### src/rtl/core/ehcc_pkg.sv
// Edge histogram cell classifier: shared types, widths, type codes,
// register indexes and the per-lane filter coefficients.
// No dependencies.
`timescale 1ns / 1ps

package ehcc_pkg;

    localparam int PIX_W      = 8;
    localparam int NUM_PIX    = 4;
    localparam int NUM_DIR    = 5;
    localparam int RESP_W     = 20;   // |filter| * gain max 510000
    localparam int SQ_W       = 20;   // (4p - S)^2 max 585225
    localparam int VAR_W      = 22;   // sum of four squares
    localparam int THR_W      = 10;
    localparam int LIM_W      = 14;
    localparam int CNT_W      = 9;
    localparam int TYPE_W     = 3;
    localparam int GAIN_W     = 11;
    localparam int CFG_IDX_W  = 8;
    localparam int CFG_DATA_W = 14;

    localparam int THR_SCALE   = 1000;
    localparam int LIM_SHIFT   = 6;    // variance * 64
    localparam int THR_RESET   = 11;
    localparam int LIM_RESET   = 15;

    localparam logic [TYPE_W-1:0] TYPE_VERT    = 3'd0;
    localparam logic [TYPE_W-1:0] TYPE_HORIZ   = 3'd1;
    localparam logic [TYPE_W-1:0] TYPE_DIAG45  = 3'd2;
    localparam logic [TYPE_W-1:0] TYPE_DIAG135 = 3'd3;
    localparam logic [TYPE_W-1:0] TYPE_NONDIR  = 3'd4;
    localparam logic [TYPE_W-1:0] TYPE_NONE    = 3'd5;

    localparam logic [CFG_IDX_W-1:0] REG_EDGE_THRESHOLD = 8'd0;
    localparam logic [CFG_IDX_W-1:0] REG_FLAT_VAR_LIMIT = 8'd1;

    typedef logic [PIX_W-1:0]                 pixel_t;
    typedef logic [NUM_PIX-1:0][PIX_W-1:0]    cell_t;   // [0] tl, [1] tr, [2] bl, [3] br
    typedef logic [RESP_W-1:0]                resp_t;
    typedef logic [CNT_W-1:0]                 count_t;

    // Pixel bit order in use_px / neg_px: 0 tl, 1 tr, 2 bl, 3 br
    typedef struct packed {
        logic [NUM_PIX-1:0] use_px;
        logic [NUM_PIX-1:0] neg_px;
        logic [GAIN_W-1:0]  gain;
    } lane_coef_t;

    localparam lane_coef_t LANE_COEF [NUM_DIR] = '{
        '{use_px: 4'b1111, neg_px: 4'b1010, gain: 11'd1000},  // vertical
        '{use_px: 4'b1111, neg_px: 4'b1100, gain: 11'd1000},  // horizontal
        '{use_px: 4'b1001, neg_px: 4'b1000, gain: 11'd1414},  // 45 degree
        '{use_px: 4'b0110, neg_px: 4'b0100, gain: 11'd1414},  // 135 degree
        '{use_px: 4'b1111, neg_px: 4'b0110, gain: 11'd1000}   // nondirectional
    };

    typedef struct packed {
        logic [TYPE_W-1:0]         edge_type;
        count_t [NUM_DIR-1:0]      counts;
        logic                      window_done;
    } result_t;

endpackage

### src/rtl/core/ehcc_filter_lane.sv
// One directional filter lane: signed pixel sum, magnitude, scaled gain.
// Depends on ehcc_pkg.
`timescale 1ns / 1ps

module ehcc_filter_lane (
    input  logic                 aclk,
    input  logic                 adv,
    input  ehcc_pkg::cell_t      px,
    input  ehcc_pkg::lane_coef_t coef,
    output ehcc_pkg::resp_t      resp
);
    import ehcc_pkg::*;

    logic signed [10:0]          acc;
    logic [9:0]                  mag;
    logic [RESP_W+GAIN_W-11:0]   prod;
    resp_t                       resp_reg;
    resp_t                       resp_next;

    always_comb begin
        acc = '0;
        for (int i = 0; i < NUM_PIX; i++) begin
            if (coef.use_px[i]) begin
                if (coef.neg_px[i]) begin
                    acc = acc - $signed({3'b000, px[i]});
                end else begin
                    acc = acc + $signed({3'b000, px[i]});
                end
            end
        end
        mag       = acc[10] ? 10'(-acc) : acc[9:0];
        prod      = 21'({11'b0, mag} * {10'b0, coef.gain});
        resp_next = prod[RESP_W-1:0];
    end

    always_ff @(posedge aclk) begin
        if (adv) begin
            resp_reg <= resp_next;
        end
    end

    assign resp = resp_reg;

endmodule

### src/rtl/core/ehcc_var_unit.sv
// Variance lane: four squared deviations (4p - S)^2 of the cell, registered.
// Depends on ehcc_pkg.
`timescale 1ns / 1ps

module ehcc_var_unit (
    input  logic                          aclk,
    input  logic                          adv,
    input  ehcc_pkg::cell_t               px,
    output logic [ehcc_pkg::NUM_PIX-1:0][ehcc_pkg::SQ_W-1:0] sq
);
    import ehcc_pkg::*;

    logic [9:0]                        pix_sum;
    logic signed [10:0]                dev [NUM_PIX];
    logic signed [21:0]                dev_sq [NUM_PIX];
    logic [NUM_PIX-1:0][SQ_W-1:0]      sq_reg;
    logic [NUM_PIX-1:0][SQ_W-1:0]      sq_next;

    always_comb begin
        pix_sum = {2'b00, px[0]} + {2'b00, px[1]} + {2'b00, px[2]} + {2'b00, px[3]};
        for (int i = 0; i < NUM_PIX; i++) begin
            dev[i]     = $signed({1'b0, px[i], 2'b00}) - $signed({1'b0, pix_sum});
            dev_sq[i]  = dev[i] * dev[i];
            sq_next[i] = dev_sq[i][SQ_W-1:0];
        end
    end

    always_ff @(posedge aclk) begin
        if (adv) begin
            sq_reg <= sq_next;
        end
    end

    assign sq = sq_reg;

endmodule

### src/rtl/core/ehcc_merge.sv
// Merge stage: flatness test, largest-response pick, threshold test and
// the five saturating per-type window counters. Depends on ehcc_pkg.
`timescale 1ns / 1ps

module ehcc_merge #(
    parameter int unsigned COUNT_CAP = 256
) (
    input  logic                                              aclk,
    input  logic                                              aresetn,
    input  logic                                              adv,
    input  ehcc_pkg::resp_t [ehcc_pkg::NUM_DIR-1:0]           resp,
    input  logic [ehcc_pkg::NUM_PIX-1:0][ehcc_pkg::SQ_W-1:0]  sq,
    input  logic                                              last_in,
    input  logic [ehcc_pkg::RESP_W-1:0]                       thr_scaled,
    input  logic [ehcc_pkg::VAR_W-1:0]                        lim_scaled,
    output ehcc_pkg::result_t                                 result
);
    import ehcc_pkg::*;

    localparam count_t CAP_C = count_t'(COUNT_CAP);

    logic [VAR_W-1:0]       var_sum;
    logic                   flat;
    resp_t                  best;
    logic [TYPE_W-1:0]      best_idx;
    logic                   is_edge;
    logic [TYPE_W-1:0]      res_type;
    count_t [NUM_DIR-1:0]   cnt_reg;
    count_t [NUM_DIR-1:0]   cnt_upd;
    count_t [NUM_DIR-1:0]   cnt_next;
    result_t                result_reg;

    always_comb begin
        var_sum = '0;
        for (int i = 0; i < NUM_PIX; i++) begin
            var_sum = var_sum + {{(VAR_W-SQ_W){1'b0}}, sq[i]};
        end
        flat = var_sum < lim_scaled;

        // strict compare: first filter wins ties
        best     = '0;
        best_idx = TYPE_VERT;
        for (int i = 0; i < NUM_DIR; i++) begin
            if (best < resp[i]) begin
                best     = resp[i];
                best_idx = TYPE_W'(i);
            end
        end

        is_edge  = !flat && !(best < thr_scaled);
        res_type = is_edge ? best_idx : TYPE_NONE;

        for (int i = 0; i < NUM_DIR; i++) begin
            cnt_upd[i] = cnt_reg[i];
            if (is_edge && (best_idx == TYPE_W'(i)) && (cnt_reg[i] < CAP_C)) begin
                cnt_upd[i] = cnt_reg[i] + 1'b1;
            end
        end
        cnt_next = last_in ? '0 : cnt_upd;
    end

    always_ff @(posedge aclk) begin
        if (!aresetn) begin
            cnt_reg <= '0;
        end else if (adv) begin
            cnt_reg <= cnt_next;
        end
    end

    always_ff @(posedge aclk) begin
        if (adv) begin
            result_reg.edge_type   <= res_type;
            result_reg.counts      <= cnt_upd;
            result_reg.window_done <= last_in;
        end
    end

    assign result = result_reg;

    a_count_cap: assert property (@(posedge aclk) disable iff (!aresetn)
        (cnt_reg[0] <= CAP_C) && (cnt_reg[1] <= CAP_C) && (cnt_reg[2] <= CAP_C) &&
        (cnt_reg[3] <= CAP_C) && (cnt_reg[4] <= CAP_C))
        else $error("window counter above cap");

    a_clear_after_last: assert property (@(posedge aclk) disable iff (!aresetn)
        adv && last_in |=> (cnt_reg == '0))
        else $error("counters not cleared after window end");

    a_hold_when_idle: assert property (@(posedge aclk) disable iff (!aresetn)
        !adv |=> $stable(cnt_reg))
        else $error("counters moved without a transaction");

    a_none_no_count: assert property (@(posedge aclk) disable iff (!aresetn)
        adv && (res_type == TYPE_NONE) && !last_in |=> $stable(cnt_reg))
        else $error("flat or weak cell changed a counter");

endmodule

### src/rtl/core/edge_histogram_cell_classifier.sv
// Edge histogram cell classifier, top level.
// Depends on ehcc_pkg, ehcc_filter_lane, ehcc_var_unit, ehcc_merge.
//
// Usage:
//   s_ channel: one 2x2 grey cell per transaction, s_tlast marks the last
//   cell of a window. m_ channel: one result per cell with the edge type
//   and the five per-type counts of the window so far (this cell included);
//   m_tlast repeats s_tlast, the counts are then final and the counters
//   restart at zero for the next window.
//   cfg_ channel: register writes (0 edge threshold, 1 flat variance limit),
//   always ready; write only while no cell is in flight.
// Pipeline: an accepted cell is registered in the filter lanes, then in the
//   merge stage, whose register drives m_tdata with m_tvalid.
// Throughput: one cell per cycle unless m_tready stalls; the five filter
//   and variance lanes run in parallel; merge updates all counters at once.
// Reset (aresetn low, synchronous): pipeline empties, counters clear,
//   threshold returns to 11, flat variance limit to 15.
// Stall: with m_tready low the result holds; one more cell can sit in the
//   lane stage, after which s_tready drops until the result is taken.
`timescale 1ns / 1ps

module edge_histogram_cell_classifier #(
    parameter int unsigned MAX_CELLS  = 256,
    parameter int unsigned PIXEL_BITS = 8
) (
    input  logic                                aclk,
    input  logic                                aresetn,
    input  logic                                s_tvalid,
    output logic                                s_tready,
    // pixel_top_left, pixel_top_right, pixel_bottom_left, pixel_bottom_right
    input  logic [31:0]                         s_tdata,
    input  logic                                s_tlast,
    output logic                                m_tvalid,
    input  logic                                m_tready,
    // edge_type, count_vertical, count_horizontal, count_diag45,
    // count_diag135, count_nondirectional
    output logic [47:0]                         m_tdata,
    output logic                                m_tlast,
    input  logic                                cfg_valid,
    output logic                                cfg_ready,
    input  logic [ehcc_pkg::CFG_IDX_W-1:0]      cfg_index,
    input  logic [ehcc_pkg::CFG_DATA_W-1:0]     cfg_data
);
    import ehcc_pkg::*;

    localparam int unsigned CNT_MAX   = (1 << CNT_W) - 1;
    localparam int unsigned COUNT_CAP = (MAX_CELLS < CNT_MAX) ? MAX_CELLS : CNT_MAX;
    localparam pixel_t PIX_MASK = (PIXEL_BITS >= PIX_W) ? {PIX_W{1'b1}} :
                                  PIX_W'((1 << PIXEL_BITS) - 1);

    logic                       s1_valid_reg;
    logic                       s1_valid_next;
    logic                       s1_last_reg;
    logic                       m_valid_reg;
    logic                       m_valid_next;
    logic                       out_ready;
    logic                       s_fire;
    logic                       adv2;
    cell_t                      cell_in;
    resp_t [NUM_DIR-1:0]        resp;
    logic [NUM_PIX-1:0][SQ_W-1:0] sq;
    logic [RESP_W-1:0]          thr_scaled_reg;
    logic [VAR_W-1:0]           lim_scaled_reg;
    result_t                    result;

    assign out_ready = !m_valid_reg || m_tready;
    assign s_tready  = !s1_valid_reg || out_ready;
    assign s_fire    = s_tvalid && s_tready;
    assign adv2      = s1_valid_reg && out_ready;

    always_comb begin
        for (int i = 0; i < NUM_PIX; i++) begin
            cell_in[i] = s_tdata[i*PIX_W +: PIX_W] & PIX_MASK;
        end
        s1_valid_next = s_tready ? s_tvalid : s1_valid_reg;
        m_valid_next  = out_ready ? s1_valid_reg : m_valid_reg;
    end

    always_ff @(posedge aclk) begin
        if (!aresetn) begin
            s1_valid_reg <= 1'b0;
            m_valid_reg  <= 1'b0;
        end else begin
            s1_valid_reg <= s1_valid_next;
            m_valid_reg  <= m_valid_next;
        end
    end

    always_ff @(posedge aclk) begin
        if (s_fire) begin
            s1_last_reg <= s_tlast;
        end
    end

    // registers held pre-scaled for the merge compares
    assign cfg_ready = 1'b1;

    always_ff @(posedge aclk) begin
        if (!aresetn) begin
            thr_scaled_reg <= RESP_W'(THR_RESET * THR_SCALE);
            lim_scaled_reg <= VAR_W'(LIM_RESET << LIM_SHIFT);
        end else if (cfg_valid && cfg_ready) begin
            case (cfg_index)
                REG_EDGE_THRESHOLD: begin
                    thr_scaled_reg <= RESP_W'({{(RESP_W-THR_W){1'b0}}, cfg_data[THR_W-1:0]}
                                              * RESP_W'(THR_SCALE));
                end
                REG_FLAT_VAR_LIMIT: begin
                    lim_scaled_reg <= {{(VAR_W-LIM_W-LIM_SHIFT){1'b0}}, cfg_data[LIM_W-1:0],
                                       {LIM_SHIFT{1'b0}}};
                end
                default: begin
                end
            endcase
        end
    end

    for (genvar g = 0; g < NUM_DIR; g++) begin : g_lane
        ehcc_filter_lane u_lane (
            .aclk (aclk),
            .adv  (s_fire),
            .px   (cell_in),
            .coef (LANE_COEF[g]),
            .resp (resp[g])
        );
    end

    ehcc_var_unit u_var (
        .aclk (aclk),
        .adv  (s_fire),
        .px   (cell_in),
        .sq   (sq)
    );

    ehcc_merge #(
        .COUNT_CAP (COUNT_CAP)
    ) u_merge (
        .aclk       (aclk),
        .aresetn    (aresetn),
        .adv        (adv2),
        .resp       (resp),
        .sq         (sq),
        .last_in    (s1_last_reg),
        .thr_scaled (thr_scaled_reg),
        .lim_scaled (lim_scaled_reg),
        .result     (result)
    );

    assign m_tvalid = m_valid_reg;
    assign m_tdata  = {result.counts, result.edge_type};
    assign m_tlast  = result.window_done;

endmodule

### config.mk
export PLATFORM = sky130hd
export DESIGN_NAME = edge_histogram_cell_classifier
export DESIGN_NICKNAME = d
export VERILOG_FILES = /design/src/rtl/core/ehcc_pkg.sv /design/src/rtl/core/ehcc_filter_lane.sv /design/src/rtl/core/ehcc_var_unit.sv /design/src/rtl/core/ehcc_merge.sv /design/src/rtl/core/edge_histogram_cell_classifier.sv
export SDC_FILE = /design/constraint.sdc
export NUM_CORES = 2
export LEC_CHECK = 0
export BUFFER_PORTS_ARGS = -buffer_cell sky130_fd_sc_hd__buf_2
export CAP_MARGIN = 0
export CORE_MARGIN = 2
export CORE_UTILIZATION = 50
export CTS_CLUSTER_DIAMETER = 100
export DETAILED_ROUTE_END_ITERATION = 12
export PLACE_DENSITY = 0.69
export SYNTH_ARGS = -nofsm -noshare
export SYNTH_HDL_FRONTEND = slang
export SYNTH_SLANG_ARGS = --single-unit
### constraint.sdc
create_clock -name aclk -period 12.55 [get_ports aclk]
set_input_delay 0.6275 -clock aclk [delete_from_list [all_inputs] [get_ports aclk]]
set_output_delay 0.6275 -clock aclk [all_outputs]
set_load 0.02 [all_outputs]
==> results.json <==
{
  "fp-row-count": 111,
  "clk_pin_slew_ns": 0.06,
  "htree_levels": 2,
  "vias": 33408,
  "max_freq_ghz": 0.0871,
  "drive_gt1_frac": 0.0614,
  "status": "finished with violations",
  "die_h_um": 308,
  "ys_warn_count": 0,
  "crit_slowest_cell": "nand2_1",
  "drv_slew": 0,
  "start_util": 0.503,
  "largest_reg_flops": 88,
  "cpPeakStageDelay_ns": 0.48,
  "setup_violations": 0,
  "core_area_um2": 91500,
  "multi_input_area_um2": 33900,
  "synth-seq-cells": 286,
  "syn_area_um2": 46100,
  "clkLatencyLatePin_ns": 0.56,
  "ios": 112,
  "register_area_um2": 7810,
  "yosysUniqueCellTypes": 92,
  "cts_buffers": 35,
  "grt_max_degree": 82,
  "synth.avg_cell_area_um2": 9.37,
  "overflow": 0,
  "met3_usage": 0.0248,
  "fill_cells": 8214,
  "yosys.area.top_type_share": 0.251,
  "drc": 2,
  "finalHoldViolations": 0,
  "cts_tree": "yes",
  "arrival_ns": 11.78,
  "area_growth_pct": 6.87,
  "seq_area_frac_synth": 0.170,
  "dp_hpwl_um": 88400,
  "gp_congestion": 0.912,
  "root_buffer": "clkbuf_16",
  "min_period_ns": 11.48,
  "wirelength_um": 104000,
  "synth_cells": 4915,
  "grtUsageTotal": 0.229,
  "cp_max_fo": 54,
  "post_drt_wl_per_cell_um": 16.8,
  "final_common_cell": "inv_1",
  "vias_per_cell": 5.37,
  "final_cell_mix": "inv_1, ha_1, fa_1",
  "die_area_um2": 94600,
  "relSlewSlack": 0.278,
  "grt_use_met2": 0.364,
  "grt_pass1_wl_um": 173000,
  "port-buffer-count": 110,
  "maxCapViolCount": 0,
  "synth_edf_count": 208,
  "busiest_layer": "met2",
  "drt_iter0_drc": 2096,
  "ant_nets": 0,
  "crit_top_cell": "ha_1",
  "tightest_slew_ns": 1.08,
  "grtUsageMet1": 0.332,
  "crit_required_ns": 12.85,
  "die-width_um": 308,
  "hp-class": "in2reg",
  "antenna_found_initial": 3,
  "num-nets-final": 6341,
  "async_reset_ff_frac": 0,
  "synth_area_leaders": "fa_1, ha_1, edfxtp_1",
  "dr.pass1.iters": 10,
  "worst_clock_skew_ns": 0.0310,
  "cts.hold.buffers_added": 0,
  "synth_top_area_cell": "fa_1",
  "grt_pass1_vias": 33521,
  "rsz0062_at_grt": "false",
  "synth_flop_cell": "edfxtp_1",
  "crit_type": "reg2reg",
  "violations": "design-rule violations",
  "cts.sinks": 286,
  "fin_setup_tns_ns": 0,
  "worstSetupEndpointType": "flip-flop",
  "post-route-period-util": 0.915,
  "crit_path_start_kind": "flip-flop",
  "clock_path_buffers": 3
}
[path summary, 6_finish.rpt]
| check | slack (ns) | endpoint | startpoint | cells after the start |
|---|---|---|---|---|
| min | 0.25 | s1_last_reg$_DFFE_PP_ | s_tlast | 1 |
| max | 1.07 | u_merge.result[29]$_DFFE_PP_ | g_lane[0].u_lane.resp[13]$_DFFE_PP_ | 40 |
| min reg2reg | 0.45 | thr_scaled_reg[12]$_SDFFE_PN0P_ | thr_scaled_reg[12]$_SDFFE_PN0P_ | 2 |
| max reg2reg | 1.07 | u_merge.result[29]$_DFFE_PP_ | g_lane[0].u_lane.resp[13]$_DFFE_PP_ | 40 |
[synth_stat cells (all sizes together) (17+ instances only)]
master,n
a21o,90
or4,20
nor2,336
a31oi,17
or3,33
o211ai,45
dfxtp,78
and3,25
nand2,323
o21a,18
nor3,64
and2,17
fa,577
a21oi,205
nand4,27
nand3,107
nor4,18
inv,1043
clkbuf,85
nand2b,20
mux2,59
a21boi,18
or2,20
xor2,125
edfxtp,208
o21bai,68
xnor2,249
nor2b,22
o21ai,106
ha,693
[kinds of logic (layout without fill, tap and decap cells)]
kind of cell | Yosys count | after routing | share of synthesized area
mux | 74 | 74 | 0.0180
buf+inv | 1154 | 1267 | 0.0948
fa+ha+maj | 1270 | 1270 | 0.439
simple gates | 1059 | 1059 | 0.106
other cells | 2 | 11 | 0.000163
flops | 286 | 286 | 0.170
xor+xnor | 375 | 375 | 0.0716
compound gates | 695 | 695 | 0.101
[area by class of cell]
| cell class | count | area share |
|---|---|---|
| flip-flops and latches | 286 | 0.159 |
| diodes | 1 | 0.0000508 |
| clock inverters | 22 | 0.00605 |
| multi-input cells | 3483 | 0.689 |
| inverters | 1056 | 0.0806 |
| repair buffers | 149 | 0.0171 |
| clock buffers | 40 | 0.0182 |
| well taps | 1186 | 0.0301 |
[critical path: cells and delay by family, from the launching register on]
kind,cells,cell delay [ns]
multiplexers,4,1.32
AO/OA/AOI/OAI,14,3.57
flip-flops,1,0.39
AND/OR/NAND/NOR,13,3.37
adder cells (fa/ha/maj),5,1.57
buffers and inverters,4,1.00
[layer usage]
layer  vias to the layer above  wire (µm)  share of wire
met5                         -          0              0
li1                      16228          -              -
met4                         0       2670          0.026
met3                       132       5760          0.055
met1                     16204      49100           0.47
met2                       844      46900           0.45
[metrics by stage]
stage / area (µm²) / worst slack [ns] / util / hold WS, ns / std cells
floorplan: 46100 / 1.90 / - / 0.432 / 4923
global placement: 48000 / 1.08 / 0.525 / 0.443 / 6160
detailed placement: 48000 / 0.742 / 0.525 / 0.447 / 6160
CTS: 49200 / 0.707 / 0.538 / 0.211 / 6222
global route: 49200 / 0.238 / 0.538 / 0.237 / 6222
finish: 49200 / 1.07 / 0.538 / 0.246 / 6223
[what timing repair did]
item                                    CTS  global route
resized for setup                         0             3
buffers inserted                          0             0
endpoints found under the setup margin    0            25
Power is not shown: default switching activity piles up to over one toggle a cycle in this logic, so the estimate is an artifact.
